$ cat config.mk
export PLATFORM = sky130hd
export DESIGN_NAME = tcde_ctrl
export DESIGN_NICKNAME = d
export VERILOG_FILES = /design/src/rtl/core/tcde_pkg.sv /design/src/rtl/core/tcde_ctrl.sv
export SDC_FILE = /design/constraint.sdc
export NUM_CORES = 1
export LEC_CHECK = 0
export BUFFER_PORTS_ARGS = -buffer_cell sky130_fd_sc_hd__buf_2
export CAP_MARGIN = 5
export CORE_MARGIN = 8
export CORE_UTILIZATION = 40
export DETAILED_ROUTE_END_ITERATION = 8
export SLEW_MARGIN = 20
export SYNTH_ARGS = -nofsm -noshare
export SYNTH_HDL_FRONTEND = slang
export SYNTH_SLANG_ARGS = --single-unit
$ cat constraint.sdc
create_clock -name clk -period 3.1 [get_ports clk]
set_input_delay 0.62 -clock clk [delete_from_list [all_inputs] [get_ports clk]]
set_output_delay 0.62 -clock clk [all_outputs]
set_load 0.005 [all_outputs]
$ cat src/rtl/core/tcde_pkg.sv
`timescale 1ns / 1ps
// shared types, constants and the emission program for the cell delta encoder
package tcde_pkg;

  localparam int MaxColumnsDef = 512;
  localparam int MaxRowsDef    = 256;

  localparam int InDataW  = 72;
  localparam int InUserW  = 3;
  localparam int OutDataW = 8;
  localparam int PairW    = 48;
  localparam int EntryW   = PairW + 1;
  localparam int PcW      = 6;
  localparam int NumW     = 10;

  localparam logic [PcW-1:0] PcLast = PcW'(58);

  typedef enum logic [2:0] {
    ST_WIPE,
    ST_IDLE,
    ST_READ,
    ST_RUN,
    ST_LOAD,
    ST_DIG
  } state_t;

  typedef enum logic [2:0] {
    G_CLR,
    G_CUR,
    G_TC,
    G_CB,
    G_COL,
    G_GLY
  } grp_t;

  typedef enum logic [3:0] {
    NUM_ROW,
    NUM_COL,
    NUM_TR,
    NUM_TG,
    NUM_TB,
    NUM_BR,
    NUM_BG,
    NUM_BB,
    NUM_TCUBE,
    NUM_BCUBE
  } num_sel_t;

  typedef struct packed {
    grp_t       grp;
    logic       is_num;
    num_sel_t   num;
    logic [7:0] lit;
    logic       tail_cell;
    logic       tail_clr;
  } tok_t;

  typedef struct packed {
    logic       accept;
    logic       decide;
    logic       wipe;
    logic       load;
    num_sel_t   num;
    logic       emit;
    logic       src_dig;
    logic [7:0] lit;
    logic [1:0] didx;
    logic       last;
  } ctrl_cmd_t;

  typedef struct packed {
    logic wipe_done;
    logic out_free;
    logic en_clr;
    logic en_cur;
    logic en_tc;
    logic en_cb;
    logic en_col;
    logic en_gly;
    logic skip0;
    logic skip1;
  } dp_stat_t;

  localparam logic [7:0] ChEsc  = 8'h1B;
  localparam logic [7:0] ChLbr  = 8'h5B;
  localparam logic [7:0] ChSemi = 8'h3B;

  function automatic tok_t lit_tok(grp_t g, logic [7:0] b);
    tok_t t;
    t = '{grp: g, is_num: 1'b0, num: NUM_ROW, lit: b, tail_cell: 1'b0, tail_clr: 1'b0};
    return t;
  endfunction

  function automatic tok_t num_tok(grp_t g, num_sel_t n);
    tok_t t;
    t = '{grp: g, is_num: 1'b1, num: n, lit: 8'h00, tail_cell: 1'b0, tail_clr: 1'b0};
    return t;
  endfunction

  // emission program: clear, cursor move, truecolor, cube, colour end, glyph
  function automatic tok_t prog_tok(logic [PcW-1:0] pc);
    tok_t t;
    case (pc)
      6'd0:  t = lit_tok(G_CLR, ChEsc);
      6'd1:  t = lit_tok(G_CLR, ChLbr);
      6'd2:  t = lit_tok(G_CLR, "0");
      6'd3:  t = lit_tok(G_CLR, "m");
      6'd4:  t = lit_tok(G_CLR, ChEsc);
      6'd5:  t = lit_tok(G_CLR, ChLbr);
      6'd6:  t = lit_tok(G_CLR, "2");
      6'd7:  t = lit_tok(G_CLR, "J");
      6'd8:  t = lit_tok(G_CLR, ChEsc);
      6'd9:  t = lit_tok(G_CLR, ChLbr);
      6'd10: begin
        t = lit_tok(G_CLR, "H");
        t.tail_clr = 1'b1;
      end
      6'd11: t = lit_tok(G_CUR, ChEsc);
      6'd12: t = lit_tok(G_CUR, ChLbr);
      6'd13: t = num_tok(G_CUR, NUM_ROW);
      6'd14: t = lit_tok(G_CUR, ChSemi);
      6'd15: t = num_tok(G_CUR, NUM_COL);
      6'd16: t = lit_tok(G_CUR, "H");
      6'd17: t = lit_tok(G_TC, ChEsc);
      6'd18: t = lit_tok(G_TC, ChLbr);
      6'd19: t = lit_tok(G_TC, "3");
      6'd20: t = lit_tok(G_TC, "8");
      6'd21: t = lit_tok(G_TC, ChSemi);
      6'd22: t = lit_tok(G_TC, "2");
      6'd23: t = lit_tok(G_TC, ChSemi);
      6'd24: t = num_tok(G_TC, NUM_TR);
      6'd25: t = lit_tok(G_TC, ChSemi);
      6'd26: t = num_tok(G_TC, NUM_TG);
      6'd27: t = lit_tok(G_TC, ChSemi);
      6'd28: t = num_tok(G_TC, NUM_TB);
      6'd29: t = lit_tok(G_TC, ChSemi);
      6'd30: t = lit_tok(G_TC, "4");
      6'd31: t = lit_tok(G_TC, "8");
      6'd32: t = lit_tok(G_TC, ChSemi);
      6'd33: t = lit_tok(G_TC, "2");
      6'd34: t = lit_tok(G_TC, ChSemi);
      6'd35: t = num_tok(G_TC, NUM_BR);
      6'd36: t = lit_tok(G_TC, ChSemi);
      6'd37: t = num_tok(G_TC, NUM_BG);
      6'd38: t = lit_tok(G_TC, ChSemi);
      6'd39: t = num_tok(G_TC, NUM_BB);
      6'd40: t = lit_tok(G_CB, ChEsc);
      6'd41: t = lit_tok(G_CB, ChLbr);
      6'd42: t = lit_tok(G_CB, "3");
      6'd43: t = lit_tok(G_CB, "8");
      6'd44: t = lit_tok(G_CB, ChSemi);
      6'd45: t = lit_tok(G_CB, "5");
      6'd46: t = lit_tok(G_CB, ChSemi);
      6'd47: t = num_tok(G_CB, NUM_TCUBE);
      6'd48: t = lit_tok(G_CB, ChSemi);
      6'd49: t = lit_tok(G_CB, "4");
      6'd50: t = lit_tok(G_CB, "8");
      6'd51: t = lit_tok(G_CB, ChSemi);
      6'd52: t = lit_tok(G_CB, "5");
      6'd53: t = lit_tok(G_CB, ChSemi);
      6'd54: t = num_tok(G_CB, NUM_BCUBE);
      6'd55: t = lit_tok(G_COL, "m");
      6'd56: t = lit_tok(G_GLY, 8'hE2);
      6'd57: t = lit_tok(G_GLY, 8'h96);
      6'd58: begin
        t = lit_tok(G_GLY, 8'h80);
        t.tail_cell = 1'b1;
      end
      default: t = lit_tok(G_GLY, 8'h00);
    endcase
    return t;
  endfunction

endpackage

$ cat src/rtl/core/tcde_ctrl.sv
`timescale 1ns / 1ps
// controller: walks the emission program and sequences decimal digits
module tcde_ctrl (
  input  logic                clk,
  input  logic                rst_n,
  input  logic                in_tvalid,
  output logic                in_tready,
  input  tcde_pkg::dp_stat_t  st,
  output tcde_pkg::ctrl_cmd_t cmd
);
  import tcde_pkg::*;

  state_t         state_r, state_nxt;
  logic [PcW-1:0] pc_r, pc_nxt;
  logic [1:0]     didx_r, didx_nxt;
  tok_t           tok;
  logic           en;
  logic           last;

  always_ff @(posedge clk) begin
    if (!rst_n) begin
      state_r <= ST_WIPE;
      pc_r    <= '0;
      didx_r  <= '0;
    end else begin
      state_r <= state_nxt;
      pc_r    <= pc_nxt;
      didx_r  <= didx_nxt;
    end
  end

  always_comb begin
    tok = prog_tok(pc_r);
    case (tok.grp)
      G_CLR:   en = st.en_clr;
      G_CUR:   en = st.en_cur;
      G_TC:    en = st.en_tc;
      G_CB:    en = st.en_cb;
      G_COL:   en = st.en_col;
      G_GLY:   en = st.en_gly;
      default: en = 1'b0;
    endcase
    last = (tok.tail_cell && st.en_gly) || (tok.tail_clr && !st.en_gly);
  end

  always_comb begin
    state_nxt = state_r;
    pc_nxt    = pc_r;
    didx_nxt  = didx_r;
    in_tready = 1'b0;
    cmd       = '0;
    cmd.num   = tok.num;
    cmd.lit   = tok.lit;
    cmd.didx  = didx_r;
    cmd.last  = last;
    case (state_r)
      ST_WIPE: begin
        cmd.wipe = 1'b1;
        if (st.wipe_done) state_nxt = ST_IDLE;
      end
      ST_IDLE: begin
        in_tready = 1'b1;
        if (in_tvalid) begin
          cmd.accept = 1'b1;
          state_nxt  = ST_READ;
        end
      end
      ST_READ: begin
        cmd.decide = 1'b1;
        pc_nxt     = '0;
        state_nxt  = ST_RUN;
      end
      ST_RUN: begin
        if (!en) begin
          if (pc_r == PcLast) state_nxt = ST_IDLE;
          else pc_nxt = pc_r + 1'b1;
        end else if (tok.is_num) begin
          state_nxt = ST_LOAD;
        end else if (st.out_free) begin
          cmd.emit = 1'b1;
          if (pc_r == PcLast) state_nxt = ST_IDLE;
          else pc_nxt = pc_r + 1'b1;
        end
      end
      ST_LOAD: begin
        cmd.load  = 1'b1;
        didx_nxt  = '0;
        state_nxt = ST_DIG;
      end
      ST_DIG: begin
        // leading zeros are stepped over without a byte
        if ((didx_r == 2'd0 && st.skip0) || (didx_r == 2'd1 && st.skip1)) begin
          didx_nxt = didx_r + 1'b1;
        end else if (st.out_free) begin
          cmd.emit    = 1'b1;
          cmd.src_dig = 1'b1;
          cmd.last    = 1'b0;
          if (didx_r == 2'd2) begin
            pc_nxt    = pc_r + 1'b1;
            state_nxt = ST_RUN;
          end else begin
            didx_nxt = didx_r + 1'b1;
          end
        end
      end
      default: state_nxt = ST_WIPE;
    endcase
  end

endmodule

==> flow_metrics.tcl, run 1 <==
set metrics [dict create \
    power_leakage_uw 0.001439 \
    yosys_warnings 0 \
    cts_buffer_depth 2 \
    syn_nets 326 \
    drt_first_pass_iters 5 \
    period_share_pct 95.10 \
    core_area_mm2 0.005886 \
    wl_um 7548 \
    layoutNonFillerInstCount 465 \
    r2r_cells 14 \
    regArea_um2 581.8 \
    final_common_cell "buf_4" \
    path_buf_inv 4 \
    placementRows 28 \
    avgSynthCellArea_um2 8.039 \
    cts_tree "done" \
    r2r_start "didx_r[0]$_SDFFE_PN0P_" \
    endpoint "tok[7]$_DFF_P_" \
    slowest_stage "dfxtp_2" \
    synth_area_mm2 0.002420 \
    dpl.hpwl_um 6025 \
    fill_cells 568 \
    die_w_um 93.78 \
    place.gp.congestion 0.9654 \
    ir_drop_mv 0.2196 \
    route.vias.total 2612 \
    initialDrtViolationCount 304 \
    pre_cts_ws_ns -0.1293 \
    finalClockSkew_ns 0.01202 \
    clockRootBuffer "clkbuf_8" \
    crit_path_start "didx_r[0]$_SDFFE_PN0P_" \
    initial_core_util_pct 41.11 \
    worst_pin_slew_ns 0.5085 \
    diodes 0 \
    crit_fanout 6 \
    cts_sinks 29 \
    crit_family "compound AO/OA/AOI/OAI gates" \
    dieArea_mm2 0.008795 \
    relSlewSlack_pct 65.81 \
    cp.required_ns 3.33 \
    setup_ws_ns 0.1518 \
    max_stage_delay_ns 0.34 \
    final_area_mm2 0.003193 \
    multi_input_area_mm2 0.001612 \
    whs_ns 0.4870 \
    grt.overflow.total 0 \
    r2r-end "tok[7]$_DFF_P_" \
    yosys_register_bits 29 \
    setup_viol 0 \
    cts_made_buffers 5 \
    min_path_type "flip-flop to flip-flop" \
    placed_cell_area_mm2 0.003088 \
    power.density_mw_per_mm2 262.8 \
    cpMostUsedCell "buf_4" \
    antenna_found_initial 0 \
    rsz0062_at_grt "yes" \
    critPathKind "flip-flop to flip-flop" \
    timing.fmax_mhz 339.2 \
    synth_async_sr_flop_share_pct 0 \
    period_needed_ns 2.948 \
    cts_max_level 2 \
    wire_per_inst_um 16.23 \
    drc_errors 0 \
    cap_violations 0 \
    gr-usage-all-layers_pct 17.18 \
    cp-start-kind "flip-flop" \
    boundaryPins 35 \
    ctsHoldBuffers 0 \
    die_h_um 93.78 \
    path_cells "inv_1 > buf_4 > ha_1 > nand2_1 > buf_4 > o31ai_4 > o211a_1 > o32ai_4 > ha_2 > buf_4 > mux2_2 > a221o_1 > o211ai_1 > and3_1" \
    reg2reg_slack_ns 0.15 \
    synth_cells 301 \
    drv_slew 0 \
    final_cell_mix "buf_4 (78), buf_2 (34), nor2_1 (29)" \
    synth-edff-count 0 \
    status "complete, no violations" \
    area_delta_synth_final_pct 31.95 \
    arrival_ns 3.18 \
    fin_nets 414 \
    io_buffers 34 \
    insertion_delay_ns 0.29 \
    synth_ff_type "dfxtp_1" \
    ant_nets 0 \
    end_kind "flip-flop" \
    vias_per_cell 5.617 \
    synth_cell_type_count 71 \
    grt_max_degree 13 \
    finalHoldViolations 0 \
    yosysSeqAreaShare_pct 23.99 \
    drive_above_1_share_pct 38.72 \
    crit_cells 14 \
    grt_pass1_vias 2467 \
    clk_pin_slew_ns 0.07 \
    placedCellCount 456 \
    grt_pass1_wl_um 12320 \
]
-- registers in the layout, indices dropped and copies added, names as in the netlist --
register	cells
pc_r	6
didx_r	2
tok	18
state_r	3
-- where the power goes --
part | total [uW] | internal [uW] | switching (uW)
clock | 310 | 155 | 155
combinational | 145 | 66.6 | 78.7
sequential | 384 | 377 | 6.56
-- worst min path at each step --
stage / start / end / depth (start not counted)
finish: didx_r[0]$_SDFFE_PN0P_ / didx_r[0]$_SDFFE_PN0P_ / 2
global placement: didx_r[0]$_SDFFE_PN0P_ / didx_r[0]$_SDFFE_PN0P_ / 2
CTS: didx_r[0]$_SDFFE_PN0P_ / didx_r[0]$_SDFFE_PN0P_ / 2
global route: didx_r[0]$_SDFFE_PN0P_ / didx_r[0]$_SDFFE_PN0P_ / 2
floorplan: didx_r[0]$_SDFFE_PN0P_ / didx_r[0]$_SDFFE_PN0P_ / 2
detailed placement: didx_r[0]$_SDFFE_PN0P_ / didx_r[0]$_SDFFE_PN0P_ / 2
-- repair_timing --
item / in CTS / in global routing
resized for setup: 0 / 4
setup buffers: 0 / 1
setup endpoints to repair: 0 / 5
-- layout make-up --
class | count | share of cell area (%)
Clock inverter | 3 | 0.5486
Clock buffer | 5 | 2.155
Sequential cell | 29 | 18.22
Tap cell | 75 | 2.939
Inverter | 15 | 1.998
Multi-Input combinational cell | 226 | 50.47
Timing Repair Buffer | 112 | 23.67
-- metrics by stage --
step	setup TNS (ns)	utilization (%)	power, uW
2_1_floorplan	0	-	475.6
3_3_place_gp	-0.3073	52.47	533.5
3_5_place_dp	-0.3489	52.47	534.5
4_1_cts	0	53.93	845.9
5_1_grt	-0.01844	54.25	874.1
6_report	0	54.25	839.0
-- metal layers --
metal | vias up | share of wire [%] | global-route usage (%) | wire (um)
li1 | 1295 | - | - | -
met3 | 10 | 8.6 | 2.798 | 647
met2 | 115 | 43 | 26.37 | 3264
met1 | 1192 | 46 | 23.56 | 3505
met4 | 0 | 1.7 | 5.812 | 130
met5 | - | 0 | 0 | 0
-- synthesized netlist by cell type, types with 3 or more instances --
cell type,n,share of area (%)
a22o_1,3,1.1
nor4_1,5,1.3
a21o_1,3,0.93
inv_2,3,0.47
a31oi_1,3,0.78
a311oi_1,3,1.1
nand2b_1,3,0.78
or3_1,3,0.78
buf_4,15,4.7
nand3_1,7,1.4
o22ai_1,6,1.6
nor2_1,29,4.5
nor2b_1,4,1.0
o21ai_0,7,1.4
a211o_1,4,1.4
nand4_1,3,0.78
inv_1,10,1.6
mux2i_1,4,1.7
a211oi_1,4,1.2
nor3_1,14,2.9
a21oi_1,21,4.3
clkbuf_1,6,0.93
and3_1,7,1.8
buf_2,10,2.1
dfxtp_1,29,24
ha_1,12,6.2
nand2_1,23,3.6
o221ai_1,4,1.4
a221o_1,3,1.2
-- kinds of logic after synthesis --
group / synth area share (%)
buffers and inverters: 10.19
muxes: 3.671
adders and majority gates: 6.205
DFF: 23.99
xor gates and xnor gates: 0.3620
and+or+nand+nor: 23.78
AOI/OAI and AO/OA: 31.80
-- worst min-delay path: stages, from the launching register on --
cell and delay, ns:
dfxtp_2 0.34, nand2_1 0.05, a21oi_1 0.05
Power figures use the tool's default switching activity.
==> inputs of run 2 (changes only) <==
Settings changed: CORE_ASPECT_RATIO set to 0.9.
==> run 2 against run 1 <==
Effect of this change:
- final cell count shrank 1.9%
- worst setup slack lost 0.023 ns
- non-clock buffer count shrank 6
- core utilization shrank 0.35 points
- critical path depth shrank 4
- power grew 19%
- sequential share of layout area shrank 0.092 points
- sequential cell count is the same
- critical path type is now primary input to flip-flop
- largest power group is now clock
==> flow_metrics.tcl, run 2 (synthesis results as in run 1) <==
set metrics [dict create \
    cts_sinks 29 \
    dpl.hpwl_um 5744 \
    ir_drop_mv 0.2150 \
    fill_cells 561 \
    status "complete, no violations" \
    dieArea_mm2 0.008798 \
    cts_max_level 2 \
    drive_above_1_share_pct 39.84 \
    io_buffers 34 \
    wire_per_inst_um 16.41 \
    ctsHoldBuffers 0 \
    place.gp.congestion 0.9124 \
    diodes 0 \
    antenna_found_initial 0 \
    power_leakage_uw 0.001433 \
    clk_pin_slew_ns 0.07 \
    setup_tns_ns 0 \
    rsz0062_at_grt "yes" \
    wl_um 7482 \
    gr-usage-all-layers_pct 17.46 \
    critPathKind "primary input to flip-flop" \
    cts_made_buffers 5 \
    initial_core_util_pct 40.47 \
    cap_violations 0 \
    crit_fanout 5 \
    ant_nets 0 \
    placed_cell_area_mm2 0.003032 \
    fin_nets 408 \
    drt_first_pass_iters 4 \
    cts_buffer_depth 2 \
    cp-start-kind "primary input" \
    grt_pass1_wl_um 12650 \
    placementRows 27 \
    drv_slew 0 \
    min_path_type "flip-flop to flip-flop" \
    die_h_um 89.79 \
    insertion_delay_ns 0.29 \
    pre_cts_ws_ns -0.2081 \
    whs_ns 0.4838 \
    worst_pin_slew_ns 0.3763 \
    vias_per_cell 5.792 \
    end_kind "flip-flop" \
    cp.required_ns 3.26 \
    regArea_um2 584.3 \
    setup_viol 0 \
    route.vias.total 2641 \
    period_needed_ns 2.971 \
    final_cell_mix "buf_4 (72), buf_2 (34), nor2_1 (29)" \
    area_delta_synth_final_pct 33.20 \
    period_share_pct 95.83 \
    die_w_um 97.99 \
    finalClockSkew_ns 0.003304 \
    power.density_mw_per_mm2 310.1 \
    cts_tree "done" \
    clockRootBuffer "clkbuf_8" \
    boundaryPins 35 \
    core_area_mm2 0.005979 \
    setup_ws_ns 0.1292 \
    final_common_cell "buf_4" \
    grt.overflow.total 0 \
    grt_pass1_vias 2540 \
    initialDrtViolationCount 205 \
    finalHoldViolations 0 \
    arrival_ns 3.13 \
    timing.fmax_mhz 336.6 \
    grt_max_degree 16 \
    fin_util_pct 53.90 \
    final_area_mm2 0.003223 \
    relSlewSlack_pct 74.70 \
    drc_errors 0 \
    multi_input_area_mm2 0.001643 \
    largest_reg_flops 18 \
]
-- run 2: what timing repair did --
item / in CTS / in global routing
gates resized for setup: 0 / 11
setup buffers: 0 / 2
endpoints found under the setup margin: 0 / 8
-- run 2: cell type report --
cell class                      instances  area share [%]
Clock inverter                          3           2.019
Timing Repair Buffer                  106           22.05
Tap cell                               72           2.795
Multi-Input combinational cell        226           50.97
Clock buffer                            5           2.135
Inverter                               15           1.902
Sequential cell                        29           18.13
-- run 2: stage by stage --
stage | power, uW | std cells
final | 999.4 | 456
after global routing | 1045 | 456
after CTS | 1006 | 454
after detailed placement | 530.9 | 446
after global placement | 530.7 | 446
after floorplan | 475.6 | 301
-- run 2: worst paths after layout --
| path | start | end | slack (ns) | cells past startpoint |
|---|---|---|---|---|
| setup / recovery | st[2] | tok[3]$_DFF_P_ | 0.13 | 10 |
| hold / removal | didx_r[0]$_SDFFE_PN0P_ | didx_r[0]$_SDFFE_PN0P_ | 0.48 | 2 |
| hold reg to reg | didx_r[0]$_SDFFE_PN0P_ | didx_r[0]$_SDFFE_PN0P_ | 0.48 | 2 |
| setup reg to reg | tok[15]$_DFF_P_ | tok[3]$_DFF_P_ | 0.18 | 9 |
-- run 2: power breakdown --
group          switching [uW]  internal [uW]
clock                     150            319
combinational            78.8           68.1
sequential               5.94            377
total                     235            764
-- run 2: worst max-delay path, cell delays in order --
cell      delay, ns
buf_2          0.10
mux2_1         0.28
a222oi_1       0.33
buf_4          0.22
o22ai_2        0.13
o32ai_4        0.38
ha_2           0.36
mux2i_1        0.16
nor3_1         0.06
or4_1          0.48
-- run 2: layer usage --
layer	up-vias	track usage [%]	part of all wire (%)
li1	1273	-	-
met1	1237	23.46	46
met2	115	25.37	44
met3	16	4.700	8.6
met4	0	7.523	2.0
met5	-	0	0
